## config.mk

```make
export PLATFORM = sky130hd
export DESIGN_NAME = tristate_rf_remote_encoder
export DESIGN_NICKNAME = d
export VERILOG_FILES = /design/src/hw/rtl/tre_pkg.sv /design/src/hw/rtl/tre_encode.sv /design/src/hw/rtl/tre_core.sv /design/src/hw/rtl/tristate_rf_remote_encoder.sv
export SDC_FILE = /design/constraint.sdc
export NUM_CORES = 1
export LEC_CHECK = 0
export ABC_AREA = 1
export BUFFER_PORTS_ARGS = -buffer_cell sky130_fd_sc_hd__buf_2
export CORE_MARGIN = 3
export CORE_UTILIZATION = 60
export CTS_CLUSTER_SIZE = 14
export DETAILED_ROUTE_END_ITERATION = 10
export PLACE_DENSITY = 0.79
export SYNTH_ARGS = -nofsm -noshare
export SYNTH_HDL_FRONTEND = slang
export SYNTH_HIERARCHICAL = 1
export SYNTH_SLANG_ARGS = --single-unit
```

## constraint.sdc

```tcl
create_clock -name clk -period 3.98 [get_ports clk]
set_clock_uncertainty 0.1 [all_clocks]
set_input_delay 0.796 -clock clk [delete_from_list [all_inputs] [get_ports clk]]
set_output_delay 0.796 -clock clk [all_outputs]
set_load 0.01 [all_outputs]
```

## src/hw/rtl/tre_pkg.sv

```systemverilog
`timescale 1ns / 1ps
// ----------------------------------------------------------------------------
// tre_pkg
// Types and constants shared by the tristate remote encoder modules.
// ----------------------------------------------------------------------------
package tre_pkg;

    localparam int ADDRESS_TRITS = 8;
    localparam int DATA_TRITS    = 4;

    localparam int ADDR_BITS = 4 * ADDRESS_TRITS;
    localparam int DATA_BITS = 4 * DATA_TRITS;
    localparam int CODE_SEGS = ADDR_BITS + DATA_BITS;
    // code segments plus sync-high and sync-low
    localparam int SEG_W     = $clog2(CODE_SEGS + 2);
    localparam int IDX_W     = $clog2(CODE_SEGS);

    localparam logic [3:0] PAT_ONE   = 4'd5;
    localparam logic [3:0] PAT_ZERO  = 4'd10;
    localparam logic [3:0] PAT_FLOAT = 4'd6;

    localparam int DUR_W = 16;
    localparam int REP_W = 8;

    localparam logic [2:0] REG_SHORT     = 3'd0;
    localparam logic [2:0] REG_LONG      = 3'd1;
    localparam logic [2:0] REG_SYNC_HIGH = 3'd2;
    localparam logic [2:0] REG_SYNC_LOW  = 3'd3;
    localparam logic [2:0] REG_REPEATS   = 3'd4;

    localparam logic [DUR_W-1:0] SHORT_RESET     = 16'd4;
    localparam logic [DUR_W-1:0] LONG_RESET      = 16'd12;
    localparam logic [DUR_W-1:0] SYNC_HIGH_RESET = 16'd4;
    localparam logic [DUR_W-1:0] SYNC_LOW_RESET  = 16'd124;
    localparam logic [REP_W-1:0] REPEATS_RESET   = 8'd50;

    localparam logic OP_TICK  = 1'b0;
    localparam logic OP_START = 1'b1;

    typedef struct packed {
        logic                     operation;
        logic [ADDRESS_TRITS-1:0] address_trit_mask;
        logic [ADDRESS_TRITS-1:0] address_trit_value;
        logic [DATA_TRITS-1:0]    data_trit_mask;
        logic [DATA_TRITS-1:0]    data_trit_value;
    } cmd_item_t;

    typedef struct packed {
        logic rf_out;
        logic busy_res;
    } res_item_t;

    typedef struct packed {
        logic [DUR_W-1:0] zero_ticks;
        logic [DUR_W-1:0] one_ticks;
        logic [DUR_W-1:0] sync_hi_ticks;
        logic [DUR_W-1:0] sync_lo_ticks;
        logic [REP_W-1:0] frame_repeats;
    } cfg_t;

endpackage

```

## src/hw/rtl/tre_encode.sv

```systemverilog
`timescale 1ns / 1ps
// ----------------------------------------------------------------------------
// tre_encode
// Maps address and data trits to the 4-bit-per-trit code pattern.
// ----------------------------------------------------------------------------
module tre_encode (
    input  tre_pkg::cmd_item_t                 item,
    output logic [tre_pkg::CODE_SEGS-1:0]      code
);
    import tre_pkg::*;

    logic [ADDR_BITS-1:0] addr_pat;
    logic [DATA_BITS-1:0] data_pat;

    for (genvar t = 0; t < ADDRESS_TRITS; t++) begin : g_addr
        always_comb
        begin
            if (!item.address_trit_mask[t])
                addr_pat[4*t +: 4] = PAT_FLOAT;
            else if (item.address_trit_value[t])
                addr_pat[4*t +: 4] = PAT_ONE;
            else
                addr_pat[4*t +: 4] = PAT_ZERO;
        end
    end

    // highest data trit goes into the lowest nibble
    for (genvar t = 0; t < DATA_TRITS; t++) begin : g_data
        always_comb
        begin
            if (!item.data_trit_mask[DATA_TRITS-1-t])
                data_pat[4*t +: 4] = PAT_FLOAT;
            else if (item.data_trit_value[DATA_TRITS-1-t])
                data_pat[4*t +: 4] = PAT_ONE;
            else
                data_pat[4*t +: 4] = PAT_ZERO;
        end
    end

    assign code = {data_pat, addr_pat};

endmodule

```

## src/hw/rtl/tre_core.sv

```systemverilog
`timescale 1ns / 1ps
// ----------------------------------------------------------------------------
// tre_core
// Segment sequencer: holds the code, counts ticks and toggles the pin.
// ----------------------------------------------------------------------------
module tre_core (
    input  logic                          clk,
    input  logic                          rst_n,
    input  logic                          step,
    input  logic                          operation,
    input  logic [tre_pkg::CODE_SEGS-1:0] code,
    input  tre_pkg::cfg_t                 cfg,
    output tre_pkg::res_item_t            result
);
    import tre_pkg::*;

    logic [CODE_SEGS-1:0] code_reg,    code_next;
    logic [SEG_W-1:0]     seg_reg,     seg_next;
    logic [DUR_W-1:0]     ticks_reg,   ticks_next;
    logic [REP_W-1:0]     repeats_reg, repeats_next;
    logic                 pin_reg,     pin_next;
    logic                 active_reg,  active_next;

    logic                 start;
    logic [CODE_SEGS-1:0] base_code;
    logic [SEG_W-1:0]     base_seg;
    logic [REP_W-1:0]     base_rep;
    logic                 base_pin;
    logic                 code_bit;

    function automatic logic [DUR_W-1:0] at_least_one(input logic [DUR_W-1:0] d);
        return (d == '0) ? DUR_W'(1) : d;
    endfunction

    assign start     = step && (operation == OP_START);
    assign base_code = start ? code : code_reg;
    assign base_seg  = start ? '0 : seg_reg;
    assign base_pin  = start ? 1'b0 : pin_reg;
    assign base_rep  = start ? ((cfg.frame_repeats == '0) ? REP_W'(1) : cfg.frame_repeats)
                             : repeats_reg;
    assign code_bit  = base_code[base_seg[IDX_W-1:0]];

    always_comb
    begin
        code_next    = base_code;
        seg_next     = seg_reg;
        ticks_next   = ticks_reg;
        repeats_next = repeats_reg;
        pin_next     = pin_reg;
        active_next  = active_reg;
        if (start || (step && active_reg)) begin
            if (!start && ticks_reg > DUR_W'(1)) begin
                ticks_next = ticks_reg - DUR_W'(1);
            end else begin
                // begin the next segment
                pin_next     = ~base_pin;
                active_next  = 1'b1;
                repeats_next = base_rep;
                if (base_seg < SEG_W'(CODE_SEGS)) begin
                    ticks_next = at_least_one(code_bit ? cfg.one_ticks
                                                       : cfg.zero_ticks);
                    seg_next   = base_seg + SEG_W'(1);
                end else if (base_seg == SEG_W'(CODE_SEGS)) begin
                    ticks_next = at_least_one(cfg.sync_hi_ticks);
                    seg_next   = base_seg + SEG_W'(1);
                end else begin
                    seg_next = '0;
                    if (base_rep <= REP_W'(1)) begin
                        repeats_next = '0;
                        ticks_next   = '0;
                        active_next  = 1'b0;
                    end else begin
                        repeats_next = base_rep - REP_W'(1);
                        ticks_next   = at_least_one(cfg.sync_lo_ticks);
                    end
                end
            end
        end
    end

    always_ff @(posedge clk or negedge rst_n)
    begin
        if (!rst_n) begin
            code_reg    <= '0;
            seg_reg     <= '0;
            ticks_reg   <= '0;
            repeats_reg <= '0;
            pin_reg     <= 1'b0;
            active_reg  <= 1'b0;
        end else begin
            code_reg    <= code_next;
            seg_reg     <= seg_next;
            ticks_reg   <= ticks_next;
            repeats_reg <= repeats_next;
            pin_reg     <= pin_next;
            active_reg  <= active_next;
        end
    end

    assign result.rf_out   = pin_next;
    assign result.busy_res = active_next;

endmodule

```

## src/hw/rtl/tristate_rf_remote_encoder.sv

```systemverilog
`timescale 1ns / 1ps
// ----------------------------------------------------------------------------
// tristate_rf_remote_encoder
// Tristate remote-control code generator driving one RF pin level.
// ----------------------------------------------------------------------------
//  channel | direction | handshake        | payload
//  cmd     | in        | valid / stall    | cmd_item_t (tick or start request)
//  res     | out       | valid / stall    | res_item_t (pin level, busy)
//  cfg     | in        | valid / ready    | 3-bit index, 16-bit data
//
//  One request per cycle unless res stalls; each result passes through an input
//  register, then the sequencer step into the result register.
//  Reset sets the registers to their defaults and leaves the pin low, idle.
//  A stalled result holds the pipeline; cmd stalls only while both stages
//  are full. cfg_ready is always high.
// ----------------------------------------------------------------------------
module tristate_rf_remote_encoder (
    input  logic               clk,
    input  logic               rst_n,
    input  logic               cmd_valid,
    output logic               cmd_stall,
    input  tre_pkg::cmd_item_t cmd_data,
    output logic               res_valid,
    input  logic               res_stall,
    output tre_pkg::res_item_t res_data,
    input  logic               cfg_valid,
    output logic               cfg_ready,
    input  logic [2:0]         cfg_index,
    input  logic [15:0]        cfg_data
);
    import tre_pkg::*;

    cfg_t                 cfg_reg;
    logic                 s1_valid_reg;
    cmd_item_t            s1_item_reg;
    logic                 res_valid_reg;
    res_item_t            res_data_reg;
    logic                 advance;
    logic [CODE_SEGS-1:0] code;
    res_item_t            result;

    assign advance   = !res_valid_reg || !res_stall;
    assign cmd_stall = s1_valid_reg && !advance;
    assign cfg_ready = 1'b1;

    always_ff @(posedge clk or negedge rst_n)
    begin
        if (!rst_n) begin
            cfg_reg.zero_ticks    <= SHORT_RESET;
            cfg_reg.one_ticks     <= LONG_RESET;
            cfg_reg.sync_hi_ticks <= SYNC_HIGH_RESET;
            cfg_reg.sync_lo_ticks <= SYNC_LOW_RESET;
            cfg_reg.frame_repeats <= REPEATS_RESET;
        end else if (cfg_valid && cfg_ready) begin
            unique case (cfg_index)
                REG_SHORT:     cfg_reg.zero_ticks    <= cfg_data;
                REG_LONG:      cfg_reg.one_ticks     <= cfg_data;
                REG_SYNC_HIGH: cfg_reg.sync_hi_ticks <= cfg_data;
                REG_SYNC_LOW:  cfg_reg.sync_lo_ticks <= cfg_data;
                REG_REPEATS:   cfg_reg.frame_repeats <= cfg_data[REP_W-1:0];
                default:       ;
            endcase
        end
    end

    always_ff @(posedge clk or negedge rst_n)
    begin
        if (!rst_n) begin
            s1_valid_reg  <= 1'b0;
            res_valid_reg <= 1'b0;
        end else begin
            if (!s1_valid_reg || advance)
                s1_valid_reg <= cmd_valid;
            if (advance)
                res_valid_reg <= s1_valid_reg;
        end
    end

    always_ff @(posedge clk)
    begin
        if (!s1_valid_reg || advance)
            s1_item_reg <= cmd_data;
        if (advance)
            res_data_reg <= result;
    end

    tre_encode u_encode (
        .item (s1_item_reg),
        .code (code)
    );

    tre_core u_core (
        .clk       (clk),
        .rst_n     (rst_n),
        .step      (s1_valid_reg && advance),
        .operation (s1_item_reg.operation),
        .code      (code),
        .cfg       (cfg_reg),
        .result    (result)
    );

    assign res_valid = res_valid_reg;
    assign res_data  = res_data_reg;

endmodule

```

After elaboration in Yosys (flattened, before gate mapping)

Cells that the tools add are included.

$add $sub $neg: 3
$lt $le $gt $ge: 4
Equality and inequality tests: 5
Muxes and demuxes: 51
Bitwise gates (word level): 2
Reductions and logical operators: 24

Operators with widths:

| kind                                                                              | count |
|---|---|
| 16-bit two-way mux                                                                | 8 |
| 4-bit two-way mux                                                                 | 24 |
| 16-bit zero test                                                                  | 3 |
| 48-bit two-way mux                                                                | 1 |
| 8-bit two-way mux                                                                 | 5 |
| 6-bit two-way mux                                                                 | 3 |
| 16-bit by 1-bit > comparator with 1-bit output (second input constant)            | 1 |
| 16-bit by 1-bit subtractor with 16-bit output (second input constant)             | 1 |
| 2-bit AND reduction                                                               | 6 |
| 1-bit two-way mux                                                                 | 9 |
| 8-bit by 1-bit less-or-equal comparator with 1-bit output (second input constant) | 1 |
| 8-bit zero test                                                                   | 1 |
| 8-bit by 1-bit subtractor with 8-bit output (second input constant)               | 1 |
| 6-bit by 7-bit < comparator with 1-bit output (second input constant)             | 1 |
| 6-bit by 1-bit adder with 6-bit output (second input constant)                    | 1 |
| 1-bit binary-select mux with 6-bit select                                         | 1 |
| 3-bit by 2-bit == test with 1-bit output (second input constant)                  | 2 |
| 6-bit == test (second input constant)                                             | 1 |
| 6-bit < comparator (second input constant)                                        | 1 |
| 1-bit logical AND                                                                 | 5 |
| 1-bit zero test                                                                   | 5 |
| 3-bit by 1-bit == test with 1-bit output (second input constant)                  | 1 |
| 3-bit == test (second input constant)                                             | 1 |
| 3-bit zero test                                                                   | 1 |
| other kinds (2)                                                                   | 5 |

Register bits after elaboration: 181
Bits of input ports: 49
Output and inout bits: 5
Word-level logic and storage cells: 109

Longest topological paths before layout

Depth after elaboration: 12
Mapped depth: 25
Depth with buffers taken out: 23

Modules after synthesis

The synthesis kept the hierarchy.

Modules (own cells, without submodules):

| module                     | times used | cells each | area an instance (µm²) | sequential area each (µm²) |
|---|---|---|---|---|
| tre_core                   | 1          | 799        | 5367.6                 | 2001.9 |
| tristate_rf_remote_encoder | 1          | 359        | 3837.4                 | 2677.6 |
| tre_encode                 | 1          | 72         | 270.3                  | 0.0 |

Worst setup path after synthesis

No wires, ideal clock.

Path type: input port to flip-flop
From: input port res_stall
To: register u_core.ticks_reg[13]
Library setup time: 87 ps
Arrival time: 3343 ps
Data required time: 3793 ps
Slack: 450 ps
Cell stages on the path: 15
Path buffers: 4
Cell sequence: a21oi_1 -> nand2_2 -> buf_6 -> buf_6 -> buf_2 -> or2_2 -> o22ai_1 -> inv_1 -> ha_1 -> o211ai_2 -> buf_2 -> nand3_1 -> a31oi_1 -> o21ai_0 -> a22oi_1

Word-level cells in the longest chain between the ends: 12
Elaborated cells on any way between the ends: 23
Classes of those cells: order compare: 2; eq/ne: 1; mux: 11; reduce/logical: 9

Ends and longest elaborated chain:

| item                                                    | RTL line                         | text |
|---|---|---|
| start, declared                                         | tristate_rf_remote_encoder.sv:24 | `input logic res_stall,` |
| 1-bit zero test (*)                                     | tristate_rf_remote_encoder.sv:42 | `assign advance = !res_valid_reg \|\| !res_stall;` |
| 1-bit logical OR (*)                                    | tristate_rf_remote_encoder.sv:42 |  |
| 1-bit logical AND (*)                                   | tristate_rf_remote_encoder.sv:95 | `.step (s1_valid_reg && advance),` |
| 1-bit logical AND                                       | tre_core.sv:35                   | `assign start = step && (operation == OP_START);` |
| 48-bit two-way mux or 6-bit two-way mux (tied branches) | tre_core.sv:36, tre_core.sv:37   |  |
| 1-bit binary-select mux with 6-bit select               | tre_core.sv:41                   | `assign code_bit = base_code[base_seg[IDX_W-1:0]];` |
| 1-bit two-way mux (implied by the code)                 | tre_core.sv:41                   |  |
| 16-bit two-way mux                                      | tre_core.sv:60                   | `ticks_next = at_least_one(code_bit ? cfg.one_ticks` |
| 16-bit zero test                                        | tre_core.sv:32                   | `return (d == '0) ? DUR_W'(1) : d;` |
| 16-bit two-way mux                                      | tre_core.sv:32                   |  |
| 16-bit two-way mux                                      | tre_core.sv:59                   | `if (base_seg < SEG_W'(CODE_SEGS)) begin` |
| 16-bit two-way mux                                      | tre_core.sv:52                   | `if (!start && ticks_reg > DUR_W'(1)) begin` |
| end signal, assigned                                    | tre_core.sv:93                   | `ticks_reg <= ticks_next;` |
| end, declared                                           | tre_core.sv:19                   | `logic [DUR_W-1:0] ticks_reg, ticks_next;` |

Every way passes the cells marked *; elsewhere a longest branch is shown, timed or not. The select of a mux whose other input is x is not followed.
A chain may end at the register's enable or synchronous reset.

Worst setup path in the final report

From: input port res_stall
To: register u_core.ticks_reg[0]

Same word-level chain as after synthesis.

==> results.md <==
* Core Box Area at 15310 um2
* Power per cell area at 627.0 nW/um2
* Max FO, Critical Path at 28
* Max FFs per register at 72
* Total Die Area at 17340 um2
* Worst-Skew Late Latency at 0.43 ns
* Hold Slack at 0.3158 ns
* Util after Layout at 0.6838
* Crit-path cells: buf_2, a21oi_1, nand2_2, nand2_2, nand3_1, nand2_1, nand3_1, nand3_1, nand3_1, nand3_2, nand2_2, nand2_1, nand2_1, nor2_1, nand2_1, nor2_1, nand2_1, nand2_1, nand2_1, a21oi_1
* Area leader, netlist: dfrtp_1
* Mapped cell area at 9475 um2
* EDFF count, synth at 27
* Clk buf depth at 2
* GRT Residual Overflow at 0
* Hold Crit Class: in -> async
* Outcome: finished clean
* Top-area cell type share of the netlist area at 0.3750
* Layout fillers at 1289
* Data arrival time of the worst path at 3.64 ns
* Post-Syn Instances at 1230
* Worst vdd ir at 0.3864 mV
* Final setup viols at 0
* Count leader, synth: nand2_1
* Antenna cells at 0
* Routed vias/inst at 5.554
* CTS tree: yes
* Antenna viol nets, final at 0
* LEAKAGE at 5.515 nW
* CTS Buf Count at 17
* DIE WIDTH at 131.7 um
* #FFs+latches synth at 181
* CTS clk-pin slew, worst paths at 0.07 ns
* Gr usage total at 0.2822
* Critical Path Source Type: input port
* Worst Setup End Kind: flip-flop
* Dominant cells by area after synthesis: dfrtp_1 38%, nand2_1 18%, edfxtp_1 8.6%
* Die Height at 131.7 um
* Setup TNS at 0 ns
* Post-route DRC violation count at 0
* TritonRoute pass-1 iters at 8
* CTS root buffer: clkbuf_16
* Crit Path Category: in -> reg
* GP Congestion at 0.9533
* H-tree levels at 4
* Final Hold Vio Count at 0
* Dpl hpwl at 16.39 mm
* Initial antenna violation count at 0
* Slew HR at 0.3660
* Input/output buffers at 52
* Yosys cell types at 46
* Total nets after synthesis at 1285
* Commonest cells post-synth: 463 x nand2_1, 151 x nand3_1, 142 x dfrtp_1
* Share of layout cells above drive strength 1 at 0.1151
* MaxCap Viol Count at 0
* # hold bufs at CTS at 0
* Most frequent cell on the critical path: nand2_1
* CP max stage cell: nand2_2
* Layout area overhead at 10.52%
* Register area share after synthesis at 0.4939
* # clock sinks at 181
* First-pass GRT wire length at 39.32 mm
* Final #Nets at 1328
* Initial core utilization at 0.6187
* Pins Over Slew Limit at 0
* Largest net degree at the start of global routing at 79
* Vias in the first global route at 7654
* RSZ-0062 raised after global routing: no
* Ys flop type: dfrtp_1
* Wire per inst at 16.00 um
* Fraction of registers with async set/reset at 0.8508
* Crit-path max cell delay at 0.48 ns
* Synth Area per Inst at 7.704 um2
* FP Rows at 45
* Iteration-0 DRC Markers at 1102
* Max Freq at 295.0 MHz
* Worst-margin pin slew at 0.9500 ns
* Period minus WS final at 3.390 ns
* Top Ports at 54
* Post-CTS setup buffer count at 0
* Ys Warns at 6
* Cts repair resizes at 0
* Worst Path Required at 4.23 ns
* Via count at 8315
* Post-route clock period utilization at 0.8519
* Final wirelength at 23.95 mm
cell families after synthesis:
kind of cell / Yosys count / synth area share
other cells: 1 / 0.0003958
xor+xnor: 11 / 0.01017
fa+ha+maj: 6 / 0.007923
compound gates: 116 / 0.07025
simple gates: 721 / 0.3255
buf+inv: 194 / 0.09190
flops: 181 / 0.4939
per-stage QoR:
step                      total power, W  area [um2]  cells  setup WS, ns
after floorplan                 0.004236        9475   1230        0.4496
after global placement          0.004726        9866   1465        0.3772
after detailed placement        0.004784        9866   1465        0.1938
after CTS                       0.006539       10470   1497        0.6178
after global routing            0.007023       10470   1497        0.2862
final                           0.006566       10470   1497        0.5896
critical path: cells and delay by family:
kind	cells	cell delay (ns)
buf+inv	1	0.10
simple gates	17	2.39
compound gates	2	0.32
worst paths after layout:
check	endpoint	slack [ns]	depth (start not counted)	from
max	u_core/ticks_reg[0]$_DFFE_PN0N_	0.59	20	res_stall
min	u_core/code_reg[45]$_DFF_PN0_	0.32	1	rst_n
max reg2reg	u_core/ticks_reg[0]$_DFFE_PN0N_	0.65	19	res_valid$_DFFE_PN0P_
min reg2reg	cfg_reg[67]$_DFFE_PN0P_	0.37	2	cfg_reg[67]$_DFFE_PN0P_
max in group asynchronous	cfg_reg[12]$_DFFE_PN1P_	2.58	2	rst_n
min in group clk	cfg_reg[67]$_DFFE_PN0P_	0.37	2	cfg_reg[67]$_DFFE_PN0P_
per-layer routing:
layer  up-vias  global-route usage  wire [um]
met5         -                   0          0
li1       4024                   -          -
met3        53             0.08040       2301
met2       392              0.4103      10440
met1      3846              0.4150      10700
met4         0             0.08168        502
where the power goes:
group / switching, W / internal, W / leakage [nW]
Sequential: 0.000285 / 0.00231 / 2.15
Combinational: 0.00149 / 0.000747 / 3.07
Clock: 0.000745 / 0.000988 / 0.299
Total: 0.00252 / 0.00405 / 5.51
cell type report:
class | instances | area (um2) | share of cell area
Sequential cell | 181 | 4679 | 0.4468
Clock buffer | 20 | 466.7 | 0.04456
Multi-Input combinational cell | 855 | 3925 | 0.3748
Clock inverter | 12 | 140.1 | 0.01338
Tap cell | 211 | 264.0 | 0.02521
Timing Repair Buffer | 74 | 456.7 | 0.04361
Inverter | 144 | 540.5 | 0.05161
cells in the final DEF (no fill, tap or decap), types with 3 or more instances in the layout:
cell type  Yosys  final
a21oi_1       36     36
ha_1           6      6
buf_4          9     20
nand2_2        7      7
a31oi_1        5      5
nor2_1        53     53
inv_6          0      5
nor4_1        13     13
xor2_1        11     11
o21ai_1       10     10
nand3_1      151    151
clkbuf_16      0     17
nand2_1      463    463
dfstp_2       12     12
clkbuf_8       0      3
nand4_1       12     12
and2_1         5      5
nor2_2         3      3
o21ai_0       36     36
inv_1        124    124
o21a_1         8      8
dfrtp_1      142    142
buf_2         15     51
o22ai_1        7      7
clkinv_1      12     12
nor2_4         4      4
edfxtp_1      27     27
inv_2          8      8
(Power assumes the default switching activity.)
